===== src/rtl/dali_level_frame_transmitter_macros.svh =====
// Assertion macros shared by the DALI level frame transmitter RTL.
`ifndef DALI_LEVEL_FRAME_TRANSMITTER_MACROS_SVH
`define DALI_LEVEL_FRAME_TRANSMITTER_MACROS_SVH

// Same-cycle implication, checked at every rising edge outside reset.
`define DLFT_ASSERT_NOW(label, clk, rst, ante, cons, msg) \
  label: assert property (@(posedge clk) disable iff (rst) (ante) |-> (cons)) \
    else $error(msg);

// Next-cycle implication, checked at every rising edge outside reset.
`define DLFT_ASSERT_NEXT(label, clk, rst, ante, cons, msg) \
  label: assert property (@(posedge clk) disable iff (rst) (ante) |=> (cons)) \
    else $error(msg);

`endif


===== src/rtl/dlft_pkg.sv =====
// Package with the types, constants and helper functions of the DALI level frame transmitter.
package dlft_pkg;

  localparam int COUNT_WIDTH_DEFAULT = 16;
  localparam int CFG_INDEX_WIDTH = 2;
  localparam int CFG_DATA_WIDTH = 16;
  localparam int HB_INDEX_WIDTH = 6;

  localparam logic [CFG_INDEX_WIDTH-1:0] CFG_HALF_BIT_TICKS = 2'd0;
  localparam logic [CFG_INDEX_WIDTH-1:0] CFG_GAP_TICKS = 2'd1;
  localparam logic [CFG_INDEX_WIDTH-1:0] CFG_SETTLE_TICKS = 2'd2;

  localparam logic [CFG_DATA_WIDTH-1:0] HALF_BIT_TICKS_RESET = 16'd416;
  localparam logic [CFG_DATA_WIDTH-1:0] GAP_TICKS_RESET = 16'd15000;
  localparam logic [CFG_DATA_WIDTH-1:0] SETTLE_TICKS_RESET = 16'd10000;

  localparam logic OP_TICK = 1'b0;
  localparam logic OP_SET_LEVEL = 1'b1;

  localparam logic [7:0] LEVEL_MAX = 8'd254;
  localparam logic [HB_INDEX_WIDTH-1:0] HALF_BITS_PER_FRAME = 6'd34;

  typedef enum logic [4:0] {
    PH_IDLE   = 5'b00001,
    PH_FRAME1 = 5'b00010,
    PH_GAP    = 5'b00100,
    PH_FRAME2 = 5'b01000,
    PH_SETTLE = 5'b10000
  } phase_t;

  typedef struct packed {
    logic               operation;
    logic [5:0]         short_address;
    logic signed [15:0] requested_level;
  } in_t;

  typedef struct packed {
    logic line_level;
    logic busy_res;
    logic accepted;
  } out_t;

  // Frame layout: address byte 0AAAAAA0 followed by the clamped level byte.
  function automatic logic [15:0] build_frame(input logic [5:0] addr,
                                              input logic signed [15:0] raw);
    logic [7:0] level;
    begin
      if (raw[15]) begin
        level = 8'd0;
      end else if (raw > $signed({8'd0, LEVEL_MAX})) begin
        level = LEVEL_MAX;
      end else begin
        level = raw[7:0];
      end
      return {1'b0, addr, 1'b0, level};
    end
  endfunction

  // Line level during half-bit h: start bit first, then the 16 frame bits MSB first.
  function automatic logic half_bit_value(input logic [15:0] frame,
                                          input logic [HB_INDEX_WIDTH-1:0] h);
    logic [4:0] bitno;
    logic [4:0] pos;
    logic       v;
    begin
      bitno = h[HB_INDEX_WIDTH-1:1];
      pos = 5'd16 - bitno;
      if (bitno == 5'd0) begin
        v = 1'b1;
      end else if (bitno <= 5'd16) begin
        v = frame[pos[3:0]];
      end else begin
        v = 1'b0;
      end
      return h[0] ? ~v : v;
    end
  endfunction

endpackage


===== src/rtl/dali_level_frame_transmitter.sv =====
// Top level of the DALI set-level forward frame transmitter with its timing and output register.
// The block takes one transaction per clock: either a one-microsecond tick or a set-level
// command. Each input transaction is handled combinationally and its result (line level,
// busy flag, accepted flag) appears in the result register on the following clock; input is
// stalled only while that register holds a result that has not been taken. A command sends the
// 17-bit forward frame twice with the configured half-bit, gap and settle times, all counted in
// ticks; a command that arrives while a transmission runs is dropped and reported as not
// accepted. Timing registers may be rewritten at any time and take effect on the next tick.
`include "dali_level_frame_transmitter_macros.svh"

module dali_level_frame_transmitter #(
  parameter int COUNT_WIDTH = dlft_pkg::COUNT_WIDTH_DEFAULT
) (
  input  logic                                  clk,
  input  logic                                  rst,
  input  logic                                  in_valid,
  output logic                                  in_ready,
  input  dlft_pkg::in_t                         in_data,
  output logic                                  out_valid,
  input  logic                                  out_ready,
  output dlft_pkg::out_t                        out_data,
  input  logic                                  cfg_write,
  input  logic [dlft_pkg::CFG_INDEX_WIDTH-1:0]  cfg_index,
  input  logic [dlft_pkg::CFG_DATA_WIDTH-1:0]   cfg_data
);

  localparam int LW = (COUNT_WIDTH > dlft_pkg::CFG_DATA_WIDTH) ?
                      COUNT_WIDTH : dlft_pkg::CFG_DATA_WIDTH;
  localparam logic [LW-1:0] CNT_MAX_EXT = LW'((64'd1 << COUNT_WIDTH) - 64'd1);
  localparam logic [COUNT_WIDTH-1:0] CNT_ONE = COUNT_WIDTH'(1);
  localparam logic [COUNT_WIDTH-1:0] CNT_ZERO = '0;
  localparam logic [dlft_pkg::HB_INDEX_WIDTH-1:0] HB_ZERO = '0;

  logic [dlft_pkg::CFG_DATA_WIDTH-1:0] half_bit_ticks;
  logic [dlft_pkg::CFG_DATA_WIDTH-1:0] gap_ticks;
  logic [dlft_pkg::CFG_DATA_WIDTH-1:0] settle_ticks;

  dlft_pkg::phase_t                     phase, phase_next;
  logic [15:0]                          frame_bits, frame_bits_next;
  logic [dlft_pkg::HB_INDEX_WIDTH-1:0]  half_bit_index, half_bit_index_next;
  logic [COUNT_WIDTH-1:0]               tick_count, tick_count_next;
  logic                                 pin_level, pin_level_next;
  logic                                 accepted_next;

  logic                                 in_fire;
  logic [COUNT_WIDTH-1:0]               tick_inc;
  logic [COUNT_WIDTH-1:0]               half_lim;
  logic [COUNT_WIDTH-1:0]               gap_lim;
  logic [COUNT_WIDTH-1:0]               settle_lim;
  logic [dlft_pkg::HB_INDEX_WIDTH-1:0]  index_inc;
  logic [15:0]                          new_frame;

  function automatic logic [COUNT_WIDTH-1:0] limit_of(
      input logic [dlft_pkg::CFG_DATA_WIDTH-1:0] r);
    logic [LW-1:0] e;
    begin
      e = LW'(r);
      if (e > CNT_MAX_EXT) begin
        e = CNT_MAX_EXT;
      end
      return COUNT_WIDTH'(e);
    end
  endfunction

  assign in_ready = !out_valid || out_ready;
  assign in_fire = in_valid && in_ready;

  assign tick_inc = tick_count + CNT_ONE;
  assign index_inc = half_bit_index + dlft_pkg::HB_INDEX_WIDTH'(1);
  assign gap_lim = limit_of(gap_ticks);
  assign settle_lim = limit_of(settle_ticks);
  assign half_lim = (limit_of(half_bit_ticks) == CNT_ZERO) ? CNT_ONE : limit_of(half_bit_ticks);
  assign new_frame = dlft_pkg::build_frame(in_data.short_address, in_data.requested_level);

  always_comb begin
    phase_next = phase;
    frame_bits_next = frame_bits;
    half_bit_index_next = half_bit_index;
    tick_count_next = tick_count;
    pin_level_next = pin_level;
    accepted_next = 1'b0;
    if (in_data.operation == dlft_pkg::OP_SET_LEVEL) begin
      if (phase == dlft_pkg::PH_IDLE) begin
        frame_bits_next = new_frame;
        phase_next = dlft_pkg::PH_FRAME1;
        half_bit_index_next = HB_ZERO;
        tick_count_next = CNT_ZERO;
        pin_level_next = dlft_pkg::half_bit_value(new_frame, HB_ZERO);
        accepted_next = 1'b1;
      end
    end else begin
      case (phase)
        dlft_pkg::PH_FRAME1, dlft_pkg::PH_FRAME2: begin
          tick_count_next = tick_inc;
          if (tick_inc >= half_lim) begin
            tick_count_next = CNT_ZERO;
            if (index_inc >= dlft_pkg::HALF_BITS_PER_FRAME) begin
              half_bit_index_next = HB_ZERO;
              pin_level_next = 1'b0;
              if (phase == dlft_pkg::PH_FRAME1) begin
                if (gap_lim == CNT_ZERO) begin
                  phase_next = dlft_pkg::PH_FRAME2;
                  pin_level_next = dlft_pkg::half_bit_value(frame_bits, HB_ZERO);
                end else begin
                  phase_next = dlft_pkg::PH_GAP;
                end
              end else if (settle_lim == CNT_ZERO) begin
                phase_next = dlft_pkg::PH_IDLE;
              end else begin
                phase_next = dlft_pkg::PH_SETTLE;
              end
            end else begin
              half_bit_index_next = index_inc;
              pin_level_next = dlft_pkg::half_bit_value(frame_bits, index_inc);
            end
          end
        end
        dlft_pkg::PH_GAP: begin
          tick_count_next = tick_inc;
          if (tick_inc >= gap_lim) begin
            phase_next = dlft_pkg::PH_FRAME2;
            half_bit_index_next = HB_ZERO;
            tick_count_next = CNT_ZERO;
            pin_level_next = dlft_pkg::half_bit_value(frame_bits, HB_ZERO);
          end
        end
        dlft_pkg::PH_SETTLE: begin
          tick_count_next = tick_inc;
          if (tick_inc >= settle_lim) begin
            tick_count_next = CNT_ZERO;
            phase_next = dlft_pkg::PH_IDLE;
          end
        end
        default: begin
          phase_next = dlft_pkg::PH_IDLE;
          pin_level_next = 1'b0;
        end
      endcase
    end
  end

  always_ff @(posedge clk) begin
    if (rst) begin
      half_bit_ticks <= dlft_pkg::HALF_BIT_TICKS_RESET;
      gap_ticks <= dlft_pkg::GAP_TICKS_RESET;
      settle_ticks <= dlft_pkg::SETTLE_TICKS_RESET;
    end else if (cfg_write) begin
      case (cfg_index)
        dlft_pkg::CFG_HALF_BIT_TICKS: half_bit_ticks <= cfg_data;
        dlft_pkg::CFG_GAP_TICKS:      gap_ticks <= cfg_data;
        dlft_pkg::CFG_SETTLE_TICKS:   settle_ticks <= cfg_data;
        default: begin
        end
      endcase
    end
  end

  always_ff @(posedge clk) begin
    if (rst) begin
      phase <= dlft_pkg::PH_IDLE;
      frame_bits <= '0;
      half_bit_index <= HB_ZERO;
      tick_count <= CNT_ZERO;
      pin_level <= 1'b0;
    end else if (in_fire) begin
      phase <= phase_next;
      frame_bits <= frame_bits_next;
      half_bit_index <= half_bit_index_next;
      tick_count <= tick_count_next;
      pin_level <= pin_level_next;
    end
  end

  always_ff @(posedge clk) begin
    if (rst) begin
      out_valid <= 1'b0;
    end else if (in_fire) begin
      out_valid <= 1'b1;
    end else if (out_ready) begin
      out_valid <= 1'b0;
    end
  end

  always_ff @(posedge clk) begin
    if (in_fire) begin
      out_data.line_level <= pin_level_next;
      out_data.busy_res <= (phase_next != dlft_pkg::PH_IDLE);
      out_data.accepted <= accepted_next;
    end
  end

  `DLFT_ASSERT_NOW(a_accept_busy, clk, rst, out_valid && out_data.accepted, out_data.busy_res, "accepted command without busy")
  `DLFT_ASSERT_NOW(a_line_idle_low, clk, rst, out_valid && out_data.line_level, out_data.busy_res, "line high while idle")
  `DLFT_ASSERT_NOW(a_idle_count_clear, clk, rst, phase == dlft_pkg::PH_IDLE, tick_count == CNT_ZERO && pin_level == 1'b0, "idle with running count or high line")
  `DLFT_ASSERT_NOW(a_index_range, clk, rst, 1'b1, half_bit_index < dlft_pkg::HALF_BITS_PER_FRAME, "half-bit index out of frame")
  `DLFT_ASSERT_NEXT(a_busy_drop, clk, rst, in_fire && in_data.operation == dlft_pkg::OP_SET_LEVEL && phase != dlft_pkg::PH_IDLE, !out_data.accepted && $stable(frame_bits), "command taken while busy")

endmodule

===== config.mk =====
export PLATFORM = sky130hd
export DESIGN_NAME = dali_level_frame_transmitter
export DESIGN_NICKNAME = d
export VERILOG_FILES = /design/src/rtl/dlft_pkg.sv /design/src/rtl/dali_level_frame_transmitter.sv
export VERILOG_INCLUDE_DIRS = /design/src /design/src/rtl
export SDC_FILE = /design/constraint.sdc
export NUM_CORES = 1
export LEC_CHECK = 0
export BUFFER_PORTS_ARGS = -buffer_cell sky130_fd_sc_hd__buf_2
export CAP_MARGIN = 20
export CORE_UTILIZATION = 55
export CTS_CLUSTER_DIAMETER = 60
export DETAILED_ROUTE_END_ITERATION = 12
export GPL_ROUTABILITY_DRIVEN = 0
export PLACE_DENSITY = 0.74
export SETUP_SLACK_MARGIN = 0.05
export SLEW_MARGIN = 10
export SYNTH_ARGS = -nofsm -noshare
export SYNTH_HDL_FRONTEND = slang
export SYNTH_SLANG_ARGS = --single-unit

===== constraint.sdc =====
create_clock -name clk -period 4.4 [get_ports clk]
set_input_delay 0.22 -clock clk [delete_from_list [all_inputs] [get_ports clk]]
set_output_delay 0.22 -clock clk [all_outputs]
set_load 0.05 [all_outputs]

# [Word-level counts from Yosys, hierarchy flattened]
# Index checks and enable logic that the tools add are counted.
[classes] reduce_logical=18 muxes=48 eq_ne=11 n_bitwise=1 addsub=3 order_cmp=10
[ops] operator="16-bit two-way mux" n=9
[ops] operator="16-bit >= comparator" n=3
[ops] operator="16-bit > comparator (second input constant)" n=3
[ops] operator="16-bit logical NOT" n=3
[ops] operator="16-bit case mux with 3 select lines" n=1
[ops] operator="5-bit two-way mux" n=8
[ops] operator="6-bit two-way mux" n=5
[ops] operator="1-bit two-way mux" n=18
[ops] operator="16-bit by 1-bit adder with 16-bit output (second input constant)" n=1
[ops] operator="16-bit by 9-bit > comparator with 1-bit output (second input constant)" n=1
[ops] operator="8-bit two-way mux" n=2
[ops] operator="5-bit case mux with 3 select lines" n=1
[ops] operator="6-bit case mux with 2 select lines" n=1
[ops] operator="6-bit by 1-bit adder with 6-bit output (second input constant)" n=1
[ops] operator="6-bit >= comparator (second input constant)" n=1
[ops] operator="3-bit != test (second input constant)" n=2
[ops] operator="2-bit AND reduction" n=3
[ops] operator="3-bit AND reduction" n=2
[ops] operator="5-bit by 1-bit == test with 1-bit output (second input constant)" n=1
[ops] operator="5-bit by 2-bit == test with 1-bit output (second input constant)" n=1
[ops] operator="5-bit by 3-bit == test with 1-bit output (second input constant)" n=1
[ops] operator="5-bit by 4-bit == test with 1-bit output (second input constant)" n=1
[ops] operator="5-bit == test (second input constant)" n=1
[ops] operator="5-bit <= comparator (second input constant)" n=1
[ops] operator="other kinds (20)" n=20
[totals] register_bits=94 inputBits=46 out_inout_bits=5

# [Logic depth before layout (Yosys ltp)]
# Gate-level depths: netlist of the first run.
[logic_depth] word_depth=16 mapped_depth=18 depth_no_buf=16

# [Worst setup path before layout of the first run]
# No wires, ideal clock.
[synth_path] kind="reg2reg" startpoint="register tick_count[0]" endpoint="register half_bit_index[4] (netlist bit)" n_path_buf=0 synth_period_minus_slack_ps=3596 setup_slack_ps=804 arrival_time_ps=3526 required_time_ps=4330 stages_incl_launch_ff=17 path_cell_list="dfxtp_1 -> ha_1 -> and3_1 -> nand3_1 -> inv_1 -> nand3_1 -> xnor2_1 -> ha_1 -> and3_1 -> nand3_2 -> o31ai_1 -> a21oi_1 -> maj3_2 -> o211ai_4 -> a32oi_4 -> or4_1 -> a21oi_1"
[synth_between] elab_chain_len=4 word_cells_on_any_way=6 classes_between="add/sub: 1; order compare: 2; eq/ne: 2; reduce/logical: 1"
[synth_rtl] element="start, declared" line_no="dali_level_frame_transmitter.sv:41" text="logic [COUNT_WIDTH-1:0] tick_count, tick_count_next;"
[synth_rtl] element="start signal, assigned" line_no="dali_level_frame_transmitter.sv:169" text="tick_count <= tick_count_next;"
[synth_rtl] element="16-bit by 1-bit adder with 16-bit output *" line_no="dali_level_frame_transmitter.sv:68" text="assign tick_inc = tick_count + CNT_ONE;"
[synth_rtl] element="16-bit >= comparator (on tied branches)" line_no="dali_level_frame_transmitter.sv:120, dali_level_frame_transmitter.sv:95"
[synth_rtl] element="3-bit != test (no source line)"
[synth_rtl] element="5-bit AND reduction (no source line) *"
[synth_rtl] element="end signal, assigned" line_no="dali_level_frame_transmitter.sv:168" text="half_bit_index <= half_bit_index_next;"
[synth_rtl] element="end, declared" line_no="dali_level_frame_transmitter.sv:40" text="logic [dlft_pkg::HB_INDEX_WIDTH-1:0] half_bit_index, half_bit_index_next;"
# Mark *: on every way between the ends. The rest lies on a longest branch, timed or not.
# A chain may end at the register's enable or synchronous reset.

# [Worst setup path after layout of the first run]
[layout_path] startpoint="register tick_count[2]" endpoint="register tick_count[2]"
[layout_between] elab_chain_len=5 word_cells_on_any_way=9 classes_between="add/sub: 1; order compare: 3; mux: 5"
[layout_rtl] element="16-bit by 1-bit adder with 16-bit output *" line_no="dali_level_frame_transmitter.sv:68"
[layout_rtl] element="16-bit >= comparator (on tied branches)" line_no="dali_level_frame_transmitter.sv:129, dali_level_frame_transmitter.sv:95, dali_level_frame_transmitter.sv:120"
[layout_rtl] element="16-bit two-way mux (on tied branches)" line_no="dali_level_frame_transmitter.sv:129, dali_level_frame_transmitter.sv:95, dali_level_frame_transmitter.sv:120"
[layout_rtl] element="16-bit case mux with 3 select lines *" line_no="dali_level_frame_transmitter.sv:92" text="case (phase)"
[layout_rtl] element="16-bit two-way mux *" line_no="dali_level_frame_transmitter.sv:82" text="if (in_data.operation == dlft_pkg::OP_SET_LEVEL) begin"
# Marks and branches as above.

==> impl_metrics.toml, run 1 <==
[yosys]
ys_seq_elements = 94
synthCells = 731
synthArstFlopShare = 0
syn_avg_cell_area_um2 = 7.947
synth_area_um2 = 5809
synth.distinct_cells = 77
syn-num-nets = 826
ys_seq_area_frac = 0.3291
yosysWarnings = 0
ys.flop_type = "dfxtp_1"
synth_edf_count = 3

[final_layout]
synthToLayoutAreaGrowth_pct = 9.261
fin_nets = 859
final_common_cell = "nand2_1"
final_cell_mix = "nand2_1 (121), dfxtp_1 (90), a21oi_1 (62)"
postLayoutCellArea_um2 = 6347
diodes = 0
final_util = 0.6176
drive_gt1_frac = 0.1287

[cts]
cts_hold_buf = 0
clock_path_buffers = 2
cts-root-buf = "clkbuf_8"
cts_tree = "yes"
clock-sinks = 94
cts_inserted_buffers = 9
insertion_delay_ns = 0.37
clk_pin_slew_ns = 0.09
cts-htree-levels = 3

[pwr]
finalPower_mw = 1.688
peakVddDrop_mv = 0.1464
p_leak_nw = 2.687
power-per-cell-area_nw_per_um2 = 265.9

[placement]
hpwl_um = 11420
placed_cell_area_um2 = 6116
io_buffers = 50

[setup_path]
worstPathRequired_ns = 4.69
critPathArrivalTime_ns = 4.33
worst-r2r-setup-slack_ns = 0.37
worst_setup_path_end_kind = "register"
path_class = "register to register"
startpoint = "tick_count[2]$_SDFFE_PP0P_"
worstSetupStartpointType = "register"
reg2regPathDepth = 15
timing.rr.end = "tick_count[2]$_SDFFE_PP0P_"
cp_max_fo = 9
reg2reg_from = "tick_count[2]$_SDFFE_PP0P_"

[grt]
grt.total_usage = 0.2829
grt_max_degree = 36
grt_pass1_wl_um = 24940
grt_pass1_vias = 5219
gr-total-overflow = 0
antenna_found_initial = 0

[timing]
fin_setup_tns_ns = 0
final_max_slew_viol_count = 0
max_freq_mhz = 247.8
rsz0062_at_grt = "no"
relSlewSlack = 0.4259
period_minus_slack_ns = 4.035
worst_slew_pin_slew_ns = 0.8590
finalCritPeriodShare = 0.9170
setup-violations-final = 0
hold_viol = 0
clock_skew_ns = 0.01171

[job]
maxCapViolations = 0

[floorplanning]
io_pins = 51
rows = 37
fp.coreArea_um2 = 10280
fp.dieH_um = 104.8
die_x_um = 104.8
start_util = 0.5653
dieArea_um2 = 10980

[detailed_routing]
drc = 0
firstDrtPassIters = 5
routed-via-count = 5343
wl_per_cell_um = 16.56
ant_nets = 0
vias_per_cell = 5.904
drt_iter0_markers = 350
drt_wl_total_um = 14990

[status]
status = "finished clean"

[hold_path]
min_to = "frame_bits[12]$_SDFFE_PP0P_"
holdCritPathClass = "input port to register"
hp-start = "in_data[19]"
min_path_cells = 3
routing by layer:
metal | vias up | global-route usage | routed length, µm
li1 | 2654 | - | -
met1 | 2498 | 0.3335 | 6434
met2 | 155 | 0.5005 | 7487
met3 | 36 | 0.05365 | 628
met4 | 0 | 0.1187 | 433
met5 | - | 0 | 0
through the flow:
stage	worst slack, ns	hold WS [ns]	cells
after floorplan	0.8037	0.3440	731
after global placement	0.4543	0.4452	888
after detailed placement	0.2663	0.4564	888
after CTS	0.2291	0.06620	904
after global routing	0.1016	0.07171	905
final	0.3650	0.08541	905
flip-flops by register name, indices dropped and copies added (netlist names):
| register | flops |
|---|---|
| gap_ticks | 16 |
| half_bit_ticks | 16 |
| settle_ticks | 16 |
| tick_count | 16 |
| frame_bits | 14 |
| half_bit_index | 6 |
| phase | 5 |
| out_data | 3 |
| out_valid | 1 |
| pin_level | 1 |
final cells by class:
cell class              instances  area (µm²)
fillers                       940        3930
multi-input cells             548        3570
flip-flops and latches         94        1913
repair buffers                 53       276.5
inverters                      58       217.7
well taps                     136       170.2
clock buffers                  11       141.4
clock inverters                 5       58.81
worst max-delay path, cell delays in order, from the launching register on:
cell and delay [ns]:
dfxtp_1 0.48, and3_1 0.28, and3_1 0.21, and2_1 0.24
nand2_1 0.11, nand2_1 0.08, nand2_1 0.10, ha_1 0.31
and2_0 0.18, a221o_1 0.33, o31ai_1 0.24, o211a_1 0.28
nand2b_2 0.16, a31oi_2 0.56, nand2_1 0.19, o211ai_1 0.21
synthesized netlist by cell type (3+ instances only):
| library cell | n | area [µm²] |
|---|---|---|
| nand3_1 | 17 | 85.08 |
| a21boi_1 | 4 | 30.03 |
| a21oi_1 | 62 | 310.3 |
| ha_1 | 49 | 613.1 |
| xor2_1 | 7 | 61.31 |
| nand4_1 | 10 | 62.56 |
| nor2b_1 | 3 | 18.77 |
| nand3b_1 | 5 | 37.54 |
| or3_1 | 5 | 31.28 |
| o2111ai_1 | 5 | 43.79 |
| a211oi_1 | 7 | 52.55 |
| nor4_1 | 13 | 81.33 |
| nor2_1 | 56 | 210.2 |
| a31oi_1 | 4 | 25.02 |
| edfxtp_1 | 3 | 90.09 |
| o211ai_1 | 20 | 150.1 |
| nand2b_1 | 10 | 62.56 |
| mux2i_1 | 12 | 120.1 |
| o21ai_1 | 4 | 20.02 |
| and3_1 | 12 | 75.07 |
| clkbuf_1 | 24 | 90.09 |
| a21o_1 | 6 | 45.04 |
| and2_1 | 3 | 18.77 |
| xnor2_1 | 12 | 105.1 |
| a22oi_1 | 7 | 52.55 |
| o21ai_0 | 17 | 85.08 |
| dfxtp_1 | 91 | 1822 |
| inv_1 | 58 | 217.7 |
| nor3_1 | 18 | 90.09 |
| nand2_1 | 121 | 454.2 |
kinds of logic after synthesis:
logic type	count (synthesis)	share of synthesized area
buf+inv	89	0.06052
simple gates	295	0.2466
compound gates	169	0.1992
mux	15	0.02843
xor+xnor	19	0.02865
fa+ha+maj	50	0.1075
flops	94	0.3291
repair_timing:
action,CTS,global route
endpoints found under the setup margin,0,9
setup buffers,0,0
resized for setup,0,3
worst max-delay path by stage:
stage                                           endpoint  cells after the start
after floorplan           half_bit_index[4]$_SDFFE_PP0P_                     16
after global placement       tick_count[12]$_SDFFE_PP0P_                     16
after detailed placement     tick_count[11]$_SDFFE_PP0P_                     16
after CTS                    tick_count[11]$_SDFFE_PP0P_                     16
after global routing      half_bit_index[4]$_SDFFE_PP0P_                     15
final                         tick_count[2]$_SDFFE_PP0P_                     15
where the power goes:
| group | internal [mW] | switching (mW) | total (mW) |
|---|---|---|---|
| combinational | 0.0694 | 0.126 | 0.196 |
| clock | 0.278 | 0.307 | 0.585 |
| sequential | 0.884 | 0.0223 | 0.906 |
| total | 1.23 | 0.456 | 1.69 |
Power figures use the tool's default switching activity.
==> run 2, diff against run 1 <==
- CELL_PAD_IN_SITES_DETAIL_PLACEMENT: not set -> 0
- CELL_PAD_IN_SITES_GLOBAL_PLACEMENT: not set -> 1
- CORE_UTILIZATION: 55 -> 49
- PLACE_DENSITY: 0.74 -> not set
- PLACE_DENSITY_LB_ADDON: not set -> 0.1
- clock period: 4.4 -> 5 ns (I/O delays scaled with it)
==> run 2 against run 1 <==
Compared with the run above:
- power about the same
- sequential power decreased by 12%
- fmax decreased by 4.5%
- critical endpoint is now tick_count[11]$_SDFFE_PP0P_
==> impl_metrics.toml, run 2 (same netlist as run 1, synthesis figures left out) <==
[timing]
hold_slack_ns = 0.1267
max_freq_mhz = 236.6
setup_slack_ns = 0.7743
finalCritPeriodShare = 0.8451
period_minus_slack_ns = 4.226
final_max_slew_viol_count = 0
clock_skew_ns = 0.008389
worst_slew_pin_slew_ns = 0.8392
hold_viol = 0
relSlewSlack = 0.4406
setup-violations-final = 0
fin_setup_tns_ns = 0
rsz0062_at_grt = "no"

[placement]
placed_cell_area_um2 = 6125
pre_cts_slack_ns = 0.8554
io_buffers = 50
hpwl_um = 11700

[final_layout]
final_cell_mix = "nand2_1 (121), dfxtp_1 (91), a21oi_1 (62)"
fin_nets = 858
drive_gt1_frac = 0.1263
final_common_cell = "nand2_1"
postLayoutCellArea_um2 = 6427
synthToLayoutAreaGrowth_pct = 10.64
diodes = 0

[hold_path]
holdCritPathClass = "input port to register"
min_to = "frame_bits[11]$_SDFFE_PP0P_"
min_path_cells = 3
hp-start = "in_data[18]"

[floorplanning]
fp.dieH_um = 110.9
fp.coreArea_um2 = 11470
die_x_um = 110.9
rows = 39
start_util = 0.5066
dieArea_um2 = 12300
io_pins = 51

[grt]
grt.total_usage = 0.2620
gr-total-overflow = 0
grt_pass1_vias = 5179
grt_max_degree = 42
antenna_found_initial = 0
grt_pass1_wl_um = 25650

[cts]
cts_tree = "yes"
cts-root-buf = "clkbuf_16"
clock-sinks = 94
cts_resized = 0
cts-htree-levels = 3
clock_path_buffers = 2
cts_setup_buffers = 0
cts_hold_buf = 0
insertion_delay_ns = 0.36
clk_pin_slew_ns = 0.07
cts_inserted_buffers = 9

[pwr]
peakVddDrop_mv = 0.3032
p_leak_nw = 2.722
power-per-cell-area_nw_per_um2 = 262.4

[setup_path]
worst-r2r-setup-slack_ns = 0.77
path_class = "register to register"
worstPathRequired_ns = 5.31
reg2regPathDepth = 16
worst_setup_path_end_kind = "register"
critPathArrivalTime_ns = 4.53
worstSetupStartpointType = "register"
reg2reg_from = "tick_count[0]$_SDFFE_PP0P_"
cp_max_fo = 11
timing.rr.end = "tick_count[11]$_SDFFE_PP0P_"

[detailed_routing]
firstDrtPassIters = 5
wl_per_cell_um = 16.83
drt_wl_total_um = 15330
ant_nets = 0
drt_iter0_markers = 336
drc = 0
vias_per_cell = 5.738
routed-via-count = 5227

[status]
status = "finished clean"

[job]
maxCapViolations = 0
==> run 2: how the worst max path moves through the flow <==
stage                          startpoint                        endpoint  slack, ns
2_1_floorplan  tick_count[0]$_SDFFE_PP0P_  half_bit_index[4]$_SDFFE_PP0P_       1.40
3_3_place_gp   tick_count[0]$_SDFFE_PP0P_     tick_count[12]$_SDFFE_PP0P_       1.01
3_5_place_dp   tick_count[0]$_SDFFE_PP0P_     tick_count[12]$_SDFFE_PP0P_       0.86
4_1_cts        tick_count[0]$_SDFFE_PP0P_     tick_count[12]$_SDFFE_PP0P_       0.85
5_1_grt        tick_count[0]$_SDFFE_PP0P_      tick_count[3]$_SDFFE_PP0P_       0.46
6_report       tick_count[0]$_SDFFE_PP0P_     tick_count[11]$_SDFFE_PP0P_       0.77
==> run 2: power breakdown <==
group / total [mW] / switching [mW] / internal [mW] / leakage (nW)
clock: 0.716 / 0.321 / 0.395 / 0.153
combinational: 0.173 / 0.112 / 0.0607 / 1.80
sequential: 0.798 / 0.0199 / 0.778 / 0.769
total: 1.69 / 0.453 / 1.23 / 2.72
==> run 2: final cells by class <==
type                    count  area, µm²
fillers                  1090       5040
clock buffers               9      225.2
repair buffers             52      265.3
clock inverters             7      77.57
inverters                  58      217.7
multi-input cells         548       3551
flip-flops and latches     94       1912
well taps                 143      178.9
==> run 2: metrics by stage <==
step | cells | total power, mW | util
floorplan | 731 | 0.9236 | -
global placement | 895 | 0.9818 | 0.5341
global route | 911 | 1.754 | 0.5605
CTS | 911 | 1.699 | 0.5605
finish | 911 | 1.687 | 0.5605
detailed placement | 895 | 0.9869 | 0.5341
==> run 2: per-layer routing <==
| metal | wire length [µm] | part of all wire | track usage |
|---|---|---|---|
| met5 | 0 | 0 | 0 |
| met4 | 320 | 0.021 | 0.09156 |
| met3 | 618 | 0.040 | 0.05467 |
| met2 | 7770 | 0.51 | 0.4625 |
| met1 | 6621 | 0.43 | 0.3133 |
==> run 2: critical path, stage by stage, from the launching register on <==
cell	delay, ns
dfxtp_1	0.48
ha_1	0.31
and3_1	0.27
nand3_1	0.16
inv_1	0.08
nand3_1	0.12
xnor2_1	0.36
ha_1	0.33
a21oi_1	0.20
nor2b_1	0.08
o21ai_0	0.17
nand2b_1	0.08
a21oi_1	0.27
o211ai_4	0.16
a311oi_2	0.74
a21boi_1	0.26
a21o_1	0.09
